[src/sv/alim_pkg.sv]
// ---------------------------------------------------------------------------
// alim_pkg
// Shared types and codes for the positional-insert list block.
// ---------------------------------------------------------------------------
package alim_pkg;

   localparam int FUNC_W = 2;
   localparam int POS_W  = 5;
   localparam int VAL_W  = 32;
   localparam int ST_W   = 2;
   localparam int CNT_W  = 5;
   localparam int REQ_W  = 40;
   localparam int RSP_W  = 40;

   typedef logic [FUNC_W-1:0] func_type;
   typedef logic [POS_W-1:0]  pos_type;
   typedef logic [VAL_W-1:0]  val_type;
   typedef logic [ST_W-1:0]   status_type;
   typedef logic [CNT_W-1:0]  cnt_type;

   // operation codes
   localparam func_type FUNC_INSERT   = 2'd0;
   localparam func_type FUNC_MODIFY   = 2'd1;
   localparam func_type FUNC_TRAVERSE = 2'd2;

   // status codes
   localparam status_type ST_OK     = 2'd0;
   localparam status_type ST_FULL   = 2'd1;
   localparam status_type ST_BADIDX = 2'd2;
   localparam status_type ST_EMPTY  = 2'd3;

   // one result item
   typedef struct packed {
      status_type status;
      pos_type    out_position;
      val_type    out_value;
      logic       last;
   } rsp_type;

   // result offered by the sequencer to the output register
   typedef struct packed {
      logic    valid;
      rsp_type rsp;
   } push_type;

endpackage

[src/sv/alim_ram.sv]
// ---------------------------------------------------------------------------
// alim_ram
// Generic single-write, single-read RAM with registered read data.
// ---------------------------------------------------------------------------
module alim_ram #(
   parameter int WIDTH = 32,
   parameter int DEPTH = 16
) (
   input  logic                                  clock,
   input  logic                                  wr_en,
   input  logic [(DEPTH > 1 ? $clog2(DEPTH) : 1)-1:0] wr_addr,
   input  logic [WIDTH-1:0]                      wr_data,
   input  logic                                  rd_en,
   input  logic [(DEPTH > 1 ? $clog2(DEPTH) : 1)-1:0] rd_addr,
   output logic [WIDTH-1:0]                      rd_data
);

   logic [WIDTH-1:0] mem_ff [DEPTH];
   logic [WIDTH-1:0] rd_data_ff;

   // write port
   always_ff @(posedge clock) begin
      if (wr_en) begin
         mem_ff[wr_addr] <= wr_data;
      end
   end

   // registered read, held until the next read
   always_ff @(posedge clock) begin
      if (rd_en) begin
         rd_data_ff <= mem_ff[rd_addr];
      end
   end

   assign rd_data = rd_data_ff;

endmodule

[src/sv/alim_seq.sv]
// ---------------------------------------------------------------------------
// alim_seq
// Request sequencer: checks, shifts entries through the RAM, walks traverse.
// ---------------------------------------------------------------------------
module alim_seq #(
   parameter int CAPACITY = 16,
   parameter int AW       = 4
) (
   input  logic                clock,
   input  logic                reset,
   input  logic                req_valid,
   output logic                req_ready,
   input  alim_pkg::func_type  req_func,
   input  alim_pkg::pos_type   req_position,
   input  alim_pkg::val_type   req_value,
   output alim_pkg::push_type  push,
   input  logic                out_free,
   output logic                wr_en,
   output logic [AW-1:0]       wr_addr,
   output alim_pkg::val_type   wr_data,
   output logic                rd_en,
   output logic [AW-1:0]       rd_addr,
   input  alim_pkg::val_type   rd_data
);

   localparam logic [2:0] S_IDLE  = 3'd0;
   localparam logic [2:0] S_SHIFT = 3'd1;
   localparam logic [2:0] S_PUT   = 3'd2;
   localparam logic [2:0] S_RESP  = 3'd3;
   localparam logic [2:0] S_TRAV  = 3'd4;

   localparam alim_pkg::cnt_type CNT_ONE = alim_pkg::CNT_W'(1);
   localparam alim_pkg::cnt_type CNT_CAP = alim_pkg::CNT_W'(CAPACITY);

   logic [2:0]           state_ff, state_in;
   alim_pkg::cnt_type    count_ff, count_in;
   alim_pkg::status_type status_ff, status_in;
   logic [AW-1:0]        src_ff, src_in;
   logic [AW-1:0]        wsrc_ff, wsrc_in;
   logic [AW-1:0]        tgt_ff, tgt_in;
   alim_pkg::val_type    val_ff, val_in;
   logic                 rv_ff, rv_in;
   logic                 idone_ff, idone_in;
   alim_pkg::cnt_type    rcnt_ff, rcnt_in;
   alim_pkg::cnt_type    ecnt_ff, ecnt_in;
   logic                 pend_ff, pend_in;

   logic                 accept;
   logic                 full;
   logic                 ins_bad;
   logic                 mod_bad;
   logic [AW-1:0]        pos_addr;
   alim_pkg::cnt_type    ecnt_next;
   logic                 load;
   logic                 issue;

   assign req_ready = (state_ff == S_IDLE);
   assign accept    = req_valid && req_ready;
   assign full      = (count_ff >= CNT_CAP);
   assign ins_bad   = (req_position == '0) ||
                      ({1'b0, req_position} > ({1'b0, count_ff} + 6'd1));
   assign mod_bad   = (req_position == '0) || (req_position > count_ff);
   assign pos_addr  = AW'(req_position - CNT_ONE);
   assign ecnt_next = ecnt_ff + CNT_ONE;
   assign load      = (state_ff == S_TRAV) && pend_ff && out_free;
   assign issue     = (state_ff == S_TRAV) && (rcnt_ff < count_ff) && (!pend_ff || load);

   // next-state and datapath control
   always_comb begin
      state_in  = state_ff;
      count_in  = count_ff;
      status_in = status_ff;
      src_in    = src_ff;
      wsrc_in   = wsrc_ff;
      tgt_in    = tgt_ff;
      val_in    = val_ff;
      rv_in     = 1'b0;
      idone_in  = idone_ff;
      rcnt_in   = rcnt_ff;
      ecnt_in   = ecnt_ff;
      pend_in   = pend_ff;
      wr_en     = 1'b0;
      wr_addr   = pos_addr;
      wr_data   = req_value;
      rd_en     = 1'b0;
      rd_addr   = src_ff;
      push      = '0;

      unique case (state_ff)
         S_IDLE: begin
            if (accept) begin
               state_in = S_RESP;
               case (req_func)
                  alim_pkg::FUNC_INSERT: begin
                     if (full) begin
                        status_in = alim_pkg::ST_FULL;
                     end else if (ins_bad) begin
                        status_in = alim_pkg::ST_BADIDX;
                     end else begin
                        status_in = alim_pkg::ST_OK;
                        count_in  = count_ff + CNT_ONE;
                        if (req_position == count_in) begin
                           // append at the tail, nothing to move
                           wr_en = 1'b1;
                        end else begin
                           state_in = S_SHIFT;
                           src_in   = AW'(count_ff - CNT_ONE);
                           tgt_in   = pos_addr;
                           val_in   = req_value;
                           idone_in = 1'b0;
                        end
                     end
                  end
                  alim_pkg::FUNC_MODIFY: begin
                     if (count_ff == '0) begin
                        status_in = alim_pkg::ST_EMPTY;
                     end else if (mod_bad) begin
                        status_in = alim_pkg::ST_BADIDX;
                     end else begin
                        status_in = alim_pkg::ST_OK;
                        wr_en     = 1'b1;
                     end
                  end
                  alim_pkg::FUNC_TRAVERSE: begin
                     if (count_ff == '0) begin
                        status_in = alim_pkg::ST_EMPTY;
                     end else begin
                        state_in = S_TRAV;
                        rcnt_in  = '0;
                        ecnt_in  = '0;
                        pend_in  = 1'b0;
                     end
                  end
                  default: begin
                     status_in = alim_pkg::ST_OK;
                  end
               endcase
            end
         end

         S_SHIFT: begin
            // read entry src, write it one place up on the next cycle
            if (!idone_ff) begin
               rd_en   = 1'b1;
               rd_addr = src_ff;
               rv_in   = 1'b1;
               wsrc_in = src_ff;
               if (src_ff == tgt_ff) begin
                  idone_in = 1'b1;
               end else begin
                  src_in = src_ff - AW'(1);
               end
            end
            if (rv_ff) begin
               wr_en   = 1'b1;
               wr_addr = wsrc_ff + AW'(1);
               wr_data = rd_data;
            end
            if (idone_ff && rv_ff) begin
               state_in = S_PUT;
            end
         end

         S_PUT: begin
            wr_en    = 1'b1;
            wr_addr  = tgt_ff;
            wr_data  = val_ff;
            state_in = S_RESP;
         end

         S_RESP: begin
            push.valid            = 1'b1;
            push.rsp.status       = status_ff;
            push.rsp.out_position = '0;
            push.rsp.out_value    = '0;
            push.rsp.last         = 1'b1;
            if (out_free) begin
               state_in = S_IDLE;
            end
         end

         S_TRAV: begin
            // one read in flight, data held by the RAM until handed over
            push.valid            = pend_ff;
            push.rsp.status       = alim_pkg::ST_OK;
            push.rsp.out_position = alim_pkg::POS_W'(ecnt_next);
            push.rsp.out_value    = rd_data;
            push.rsp.last         = (ecnt_next == count_ff);
            if (issue) begin
               rd_en   = 1'b1;
               rd_addr = rcnt_ff[AW-1:0];
               rcnt_in = rcnt_ff + CNT_ONE;
            end
            pend_in = issue || (pend_ff && !load);
            if (load) begin
               ecnt_in = ecnt_next;
               if (ecnt_next == count_ff) begin
                  state_in = S_IDLE;
               end
            end
         end

         default: begin
            state_in = S_IDLE;
         end
      endcase
   end

   // control state
   always_ff @(posedge clock) begin
      if (reset) begin
         state_ff <= S_IDLE;
         count_ff <= '0;
         rv_ff    <= 1'b0;
         idone_ff <= 1'b0;
         pend_ff  <= 1'b0;
      end else begin
         state_ff <= state_in;
         count_ff <= count_in;
         rv_ff    <= rv_in;
         idone_ff <= idone_in;
         pend_ff  <= pend_in;
      end
   end

   // working registers
   always_ff @(posedge clock) begin
      status_ff <= status_in;
      src_ff    <= src_in;
      wsrc_ff   <= wsrc_in;
      tgt_ff    <= tgt_in;
      val_ff    <= val_in;
      rcnt_ff   <= rcnt_in;
      ecnt_ff   <= ecnt_in;
   end

endmodule

[src/sv/array_list_insert_modify_top.sv]
// ---------------------------------------------------------------------------
// array_list_insert_modify_top
// Ordered list of signed 32-bit values with insert, modify and traverse.
// ---------------------------------------------------------------------------
// The list lives in one RAM of CAPACITY words with a registered read; one
// request is worked at a time. Modify, a rejected insert and an insert at
// the tail go from the request straight to the result. An insert at
// position p into a list of n entries moves n-p+1 entries through the RAM,
// one read and one write a cycle. Traverse streams one result a cycle once
// the first RAM read is started, when the result side keeps up. Every
// request ends in at least one result, the final one marked with tlast.
// No clearing pass is needed after reset.
module array_list_insert_modify_top #(
   parameter int CAPACITY = 16
) (
   input  logic                       clock,
   input  logic                       reset,
   input  logic                       req_tvalid,
   output logic                       req_tready,
   // func [1:0], position [6:2], value [38:7], zero [39]
   input  logic [alim_pkg::REQ_W-1:0] req_tdata,
   output logic                       rsp_tvalid,
   input  logic                       rsp_tready,
   // status [1:0], out_position [6:2], out_value [38:7], zero [39]
   output logic [alim_pkg::RSP_W-1:0] rsp_tdata,
   output logic                       rsp_tlast
);

   localparam int AW = (CAPACITY > 1) ? $clog2(CAPACITY) : 1;

   alim_pkg::push_type push;
   logic               out_free;
   logic               wr_en;
   logic [AW-1:0]      wr_addr;
   alim_pkg::val_type  wr_data;
   logic               rd_en;
   logic [AW-1:0]      rd_addr;
   alim_pkg::val_type  rd_data;

   logic               rsp_valid_ff, rsp_valid_in;
   alim_pkg::rsp_type  rsp_ff, rsp_in;

   alim_ram #(
      .WIDTH (alim_pkg::VAL_W),
      .DEPTH (CAPACITY)
   ) u_ram (
      .clock   (clock),
      .wr_en   (wr_en),
      .wr_addr (wr_addr),
      .wr_data (wr_data),
      .rd_en   (rd_en),
      .rd_addr (rd_addr),
      .rd_data (rd_data)
   );

   alim_seq #(
      .CAPACITY (CAPACITY),
      .AW       (AW)
   ) u_seq (
      .clock        (clock),
      .reset        (reset),
      .req_valid    (req_tvalid),
      .req_ready    (req_tready),
      .req_func     (req_tdata[1:0]),
      .req_position (req_tdata[6:2]),
      .req_value    (req_tdata[38:7]),
      .push         (push),
      .out_free     (out_free),
      .wr_en        (wr_en),
      .wr_addr      (wr_addr),
      .wr_data      (wr_data),
      .rd_en        (rd_en),
      .rd_addr      (rd_addr),
      .rd_data      (rd_data)
   );

   // output register, refilled in the cycle it drains
   assign out_free = !rsp_valid_ff || rsp_tready;

   always_comb begin
      rsp_valid_in = rsp_valid_ff;
      rsp_in       = rsp_ff;
      if (out_free) begin
         rsp_valid_in = push.valid;
         rsp_in       = push.rsp;
      end
   end

   always_ff @(posedge clock) begin
      if (reset) begin
         rsp_valid_ff <= 1'b0;
      end else begin
         rsp_valid_ff <= rsp_valid_in;
      end
   end

   always_ff @(posedge clock) begin
      rsp_ff <= rsp_in;
   end

   assign rsp_tvalid = rsp_valid_ff;
   assign rsp_tdata  = {1'b0, rsp_ff.out_value, rsp_ff.out_position, rsp_ff.status};
   assign rsp_tlast  = rsp_ff.last;

endmodule
[config.mk]
export PLATFORM = sky130hd
export DESIGN_NAME = array_list_insert_modify_top
export DESIGN_NICKNAME = d
export VERILOG_FILES = /design/src/sv/alim_pkg.sv /design/src/sv/alim_ram.sv /design/src/sv/alim_seq.sv /design/src/sv/array_list_insert_modify_top.sv
export SDC_FILE = /design/constraint.sdc
export NUM_CORES = 1
export LEC_CHECK = 0
export BUFFER_PORTS_ARGS = -buffer_cell sky130_fd_sc_hd__buf_2
export CORE_UTILIZATION = 60
export CTS_CLUSTER_SIZE = 14
export DETAILED_ROUTE_END_ITERATION = 6
export PLACE_DENSITY = 0.8
export SYNTH_ARGS = -nofsm -noshare
export SYNTH_HDL_FRONTEND = slang
export SYNTH_HIERARCHICAL = 1
export SYNTH_SLANG_ARGS = --single-unit
[constraint.sdc]
create_clock -name clock -period 6.3 [get_ports clock]
set_input_delay 1.26 -clock clock [delete_from_list [all_inputs] [get_ports clock]]
set_output_delay 1.26 -clock clock [all_outputs]
set_load 0.01 [all_outputs]
Word level (Yosys, flattened, before mapping). Memory sizes are Yosys's and may differ from the RTL's. A register that Yosys moved wholly into a read port is not among the register bits. Cells that the tools add are included. W data, S select, Z words.

Flip-flop bits (word level): 108. Bits in writable memories: 512. Input bits: 44. Output and inout bits: 43. Word-level logic and storage cells: 156. Memories kept: 1.

Add/sub/neg operators: 8. $lt $le $gt $ge: 4. Equal/unequal tests: 24. Mux-type cells: 65. Bitwise logic cells: 5. Reductions and logical operators: 32.

Memory list: u_ram.mem_ff (words 16, width 32, read ports 1, clocked after Yosys merged registers in 1, wr ports 1, RTL line alim_ram.sv:18) `logic [WIDTH-1:0] mem_ff [DEPTH];`.

Operator list (number): $pmux W41 S2 (1); $pmux W32 S2 (1); $mux W4 (10); $mux W32 (1); $mux W5 (5); $mux W3 (8); $mux W1 (21); $ne A2 B2 Y1 const B (10); $pmux W5 S2 (2); $reduce_and A5 Y1 (4); $pmux W4 S2 (2); $add A5 B1 Y5 const B (3); $pmux W3 S5 (1); $mux W2 (6); $reduce_and A6 Y1 (2); $sub A4 B1 Y4 const B (3); $eq A5 B5 Y1 (2); $logic_not A5 Y1 (2); $ne A2 B1 Y1 const B (5); $pmux W1 S2 (4); $reduce_and A8 Y1 (1); $logic_and A1 B1 Y1 (7); $add A5 B1 Y6 const B (1); $eq A3 B2 Y1 const B (2); other kinds (23) (34).

Depth between registers and ports, before layout.
Depth after elaboration: 10. Mapped depth: 12. Depth with buffers taken out: 10.

Modules after synthesis. The synthesis kept the hierarchy.

Modules (own cells, without submodules): alim_ram (instances 1, cells each 838, area each 20156.8 µm², sequential area each 16335.7 µm²); alim_seq (instances 1, cells each 450, area each 4209.0 µm², sequential area each 1901.8 µm²); array_list_insert_modify_top (instances 1, cells each 46, area each 1258.7 µm², sequential area each 1221.2 µm²).

Worst setup path after synthesis. Ideal clock, no wire load.

Kind: in2reg. From: input port req_tdata[2] (netlist name). To: memory u_ram.mem_ff[0][0] (enable). Setup time: 0.461 ns. Arrival time: 5.360 ns. Data required time: 5.839 ns. Path slack: 0.479 ns. Cell stages on the path: 9. Buffers on the path: 0. Path through: inv_1 > ha_1 > nor4b_1 > or4_1 > nor2_1 > o31a_1 > a221o_1 > or3b_2 > nor3_1.

Cells in the longest elaborated chain, start to end: 9. Elaborated cells between the ends (all ways): 19. Those cells by class: add/sub: 1; order compare: 2; eq/ne: 1; mux: 12; reduce/logical: 3.

Ends and longest elaborated chain: from (decl) (RTL line array_list_insert_modify_top.sv:21) `input logic [alim_pkg::REQ_W-1:0] req_tdata,`; $gt A5 B6 Y1 (tied with other cells) (RTL line alim_seq.sv:61) `({1'b0, req_position} > ({1'b0, count_ff} + 6'd1));`; $logic_or A1 B1 Y1 (tied with other cells) (RTL line alim_seq.sv:60) `assign ins_bad = (req_position == '0) ||`; $mux W1, on equally long branches (RTL line alim_seq.sv:97, alim_seq.sv:117); $mux W1, on equally long branches (RTL line alim_seq.sv:95, alim_seq.sv:115); $pmux W1 S2 * (RTL line alim_seq.sv:93) `case (req_func)`; $mux W1 * (RTL line alim_seq.sv:91) `if (accept) begin`; $pmux W1 S3 * (RTL line alim_seq.sv:89) `unique case (state_ff)`; via wr_en (RTL line array_list_insert_modify_top.sv:33) `logic wr_en;`; $mux W1 * (RTL line alim_ram.sv:23) `if (wr_en) begin`; $mux W1 (not written as such) * (RTL line alim_ram.sv:24) `mem_ff[wr_addr] <= wr_data;`; to (decl) (RTL line alim_ram.sv:18).

The timed path passes the listed nets; every way through them passes the cells marked *.

Worst setup path after layout.
From: register u_seq.count_ff[0]. To: memory u_ram.mem_ff[11][16] (enable).

Cells in the longest elaborated chain, start to end: 10. Elaborated cells between the ends (all ways): 19. Those cells by class: add/sub: 2; order compare: 3; eq/ne: 1; mux: 10; reduce/logical: 3.

Ends and longest elaborated chain: from (decl) (RTL line alim_seq.sv:36) `alim_pkg::cnt_type count_ff, count_in;`; from (signal assigned) (RTL line alim_seq.sv:219) `count_ff <= count_in;`; $add A5 B1 Y6 or $add A5 B1 Y5 (tied branches) (RTL line alim_seq.sv:61, alim_seq.sv:101); $gt A5 B6 Y1 or $eq A5 B5 Y1 (tied branches) (RTL line alim_seq.sv:61, alim_seq.sv:102); $logic_or A1 B1 Y1 or $mux W1 (tied branches) (RTL line alim_seq.sv:60, alim_seq.sv:102); $mux W1 (RTL line alim_seq.sv:97) `end else if (ins_bad) begin`; $mux W1 (RTL line alim_seq.sv:95) `if (full) begin`; $pmux W1 S2 * (RTL line alim_seq.sv:93); $mux W1 * (RTL line alim_seq.sv:91); $pmux W1 S3 * (RTL line alim_seq.sv:89); via wr_en (RTL line array_list_insert_modify_top.sv:33); $mux W1 * (RTL line alim_ram.sv:23); $mux W1 (not written as such) * (RTL line alim_ram.sv:24).

Marks and branches as above.

==> qor.tcl <==
set qor(synth_mux_area_share_pct) 11.5
set qor(layout_area_growth_over_synthesis_pct) 12.5
set qor(synth-compound-area-share_pct) 4.36
set qor(post_synth_and_or_nand_nor_area_fraction_pct) 4.74
set qor(initial_core_util_pct) 61.0
set qor(type_of_origin_of_the_critical_path) {register}
set qor(layout.cells.most_common_list) {edfxtp_1 (640), mux4_2 (128), nand2_1 (109)}
set qor(run_status) {finished clean}
set qor(synth_adder_area_share_pct) 1.03
set qor(utilization_pct) 68.6
set qor(number_of_drc_violations_after_detailed_routing) 0
set qor(dp_hpwl_mm) 31.2
set qor(layout_commonest_cell) {edfxtp_1}
set qor(synthesis.area_per_instance_um2) 19.2
set qor(globalRouteTotalUtil_pct) 28.5
set qor(die-area_mm2) 0.0435
set qor(multiInputGateArea_mm2) 0.00598
set qor(numPortBuffers) 84
set qor(initial_antenna_violation_count) 0
set qor(final_min_period_over_clock_period_pct) 70.2
set qor(final_report_hold_violation_count) 0
set qor(post_cts.repair.setup_buffers) 0
set qor(gp_congestion) 0.851
set qor(finalClockSkew_ns) 0.0126
set qor(crit_fanout) 23
set qor(fmaxAchievable_mhz) 226
set qor(nets) 1518
set qor(netlist-cell-type-count) 57
set qor(power_density_mw_per_mm2) 337
set qor(grt.overflow.total) 0
set qor(synth.yosys.warnings) 6
set qor(grt_start_max_net_pins) 50
set qor(die_boundary_width_um) 209
set qor(grt_pass1_wl_mm) 89.0
set qor(die_height_um) 209
set qor(synth-edff-count) 640
set qor(count_of_hold_fix_buffers_inserted_at_cts) 0
set qor(synth_top_family_by_area) {multiplexers}
set qor(yosysSeqAreaShare_pct) 75.9
set qor(cp.arrival_ns) 4.68
set qor(clk_pin_slew_ns) 0.06
set qor(floorplan.rows) 75
set qor(yosys_register_bits) 652
set qor(first_pass_iters) 7
set qor(vias_in_the_first_global_route) 14037
set qor(top_level_pins) 87
set qor(final-setup-viol-count) 0
set qor(drt_iter0_drc) 1760
set qor(final-max-slew-violation-count) 0
set qor(drt-vias-per-instance) 6.73
set qor(power.static_leakage_nw) 9.78
set qor(synthArstFlopShare_pct) 0
set qor(cts_inserted_buffers) 60
set qor(postRouteAntennaNets) 0
set qor(fillCellCount) 2557
set qor(netlist_instances) 1334
set qor(routed_wl_mm) 60.8
set qor(syn_area_mm2) 0.0256
set qor(worst-slew-pin-transition_ns) 1.02
set qor(min_cycle_time_layout_ns) 4.42
set qor(cts_htree_levels) 2
set qor(cts_sinks) 652
set qor(synthXorXnorAreaFrac_pct) 0.996
set qor(maxSlewHeadroom_pct) 31.2
set qor(buffer_cell_driving_the_clock_tree_root) {clkbuf_16}
set qor(drive_gt1_share_pct) 24.7
set qor(rsz_0062_raised_after_global_routing) {no}
set qor(critPathCaptureType) {register}
set qor(dominantRegCellSynth) {edfxtp_1}
set qor(detail_route.wl_per_cell_um) 29.8
set qor(tritoncts) {yes}
set qor(insertion_delay_of_the_later_clocked_pin_in_the_worst_skew_pair_ns) 0.63
set qor(cts-root-to-sink-buffers) 3
set qor(number_of_max_cap_violations) 0
set qor(tns_ns) 0
set qor(critPathRequiredTime_ns) 6.56
set qor(postSynthNetCount) 1399
set qor(vdd_ir_drop_max_mv) 0.271
set qor(cts_repair_resize_count) 0
set qor(core-area_mm2) 0.0420
set qor(timing.hold.worst.class) {register to register}
set qor(detailroute.via_count) 13746
set qor(sequential_cell_area_mm2) 0.0195
set qor(timing.setup.critical_path_class) {register to register}
metal layers:
layer,up-vias,GRT usage (%),share of wire [%]
li1,5627,-,-
met1,7023,38.5,37
met2,938,46.7,49
met3,158,6.07,11
met4,0,10.2,3.2
met5,-,0,0
Yosys cell counts, drive strengths merged, types with 3 or more instances:
library cell | count | share of area, %
edfxtp | 640 | 75
mux4 | 128 | 11
nand2 | 109 | 1.6
a22oi | 99 | 2.9
nor2 | 50 | 0.73
clkbuf | 40 | 0.59
and2 | 38 | 0.93
buf | 30 | 0.64
ha | 21 | 1.0
a21oi | 20 | 0.41
inv | 16 | 0.23
nor3 | 16 | 0.33
o21ai | 14 | 0.27
xor2 | 13 | 0.44
dfxtp | 12 | 0.94
xnor2 | 11 | 0.38
nand3 | 9 | 0.18
nand2b | 8 | 0.22
and3 | 7 | 0.17
a21o | 4 | 0.12
mux2 | 4 | 0.18
nand3b | 4 | 0.12
nor2b | 3 | 0.073
or2 | 3 | 0.073
cell families after synthesis:
| logic type | after synthesis |
|---|---|
| flip-flops | 652 |
| AND/OR/NAND/NOR | 258 |
| AO/OA/AOI/OAI | 157 |
| multiplexers | 133 |
| buffers and inverters | 86 |
| XOR/XNOR | 26 |
| adder cells (fa/ha/maj) | 21 |
| other | 1 |
power breakdown:
part | switching, mW | total, mW | internal, mW
combinational | 0.694 | 1.02 | 0.331
clock | 1.57 | 3.54 | 1.97
sequential | 0.0671 | 5.16 | 5.09
critical path: stages (launching register included):
cell and delay (ns):
dfxtp_1 0.57, inv_1 0.16, ha_1 0.35, inv_1 0.05, ha_1 0.28, a21o_1 0.17
a311oi_2 0.45, o31a_1 0.28, a221o_1 0.27, nand3b_1 0.38, nor2_4 0.51, buf_4 0.55
worst paths after layout:
kind                     start                    to  slack, ns  depth (start not counted)
max          u_seq/count_ff[0]  u_ram/mem_ff[11][16]       1.88                         11
min              u_seq/pend_ff         u_seq/pend_ff       0.52                          2
max reg2reg  u_seq/count_ff[0]  u_ram/mem_ff[11][16]       1.88                         11
min reg2reg      u_seq/pend_ff         u_seq/pend_ff       0.52                          2
sequential cells by signal, summed over array words and instances, names as in the netlist, 2 cells and up:
| signal | cells |
|---|---|
| u_ram/mem_ff | 512 |
| u_seq/src_ff | 4 |
| u_seq/val_ff | 32 |
| u_seq/ecnt_ff | 5 |
| u_seq/count_ff | 5 |
| u_ram/rd_data | 32 |
| u_seq/wsrc_ff | 4 |
| u_seq/state_ff | 3 |
| u_seq/status_ff | 2 |
| u_seq/rcnt_ff | 5 |
| rsp_tdata | 39 |
| u_seq/tgt_ff | 4 |
through the flow:
step           std cells  power (mW)  area, um2  setup slack [ns]  hold WS (ns)
3_5_place_dp        1930        6.23      26900              1.45         0.504
2_1_floorplan       1334        5.86      25600             0.479         0.470
3_3_place_gp        1930        6.18      26900              1.59         0.495
4_1_cts             2040        9.74      28800              1.88         0.512
6_report            2041        9.72      28800              1.88         0.516
5_1_grt             2040        9.96      28800              1.64         0.537
area by class of cell:
cell class | instances | area share, %
Antenna cell | 1 | 0.00868
Clock buffer | 83 | 5.65
Clock inverter | 27 | 0.868
Inverter | 16 | 0.208
Multi-Input combinational cell | 596 | 20.7
Sequential cell | 652 | 67.5
Tap cell | 539 | 2.34
Timing Repair Buffer | 127 | 2.71
Power figures use the tool's default switching activity.
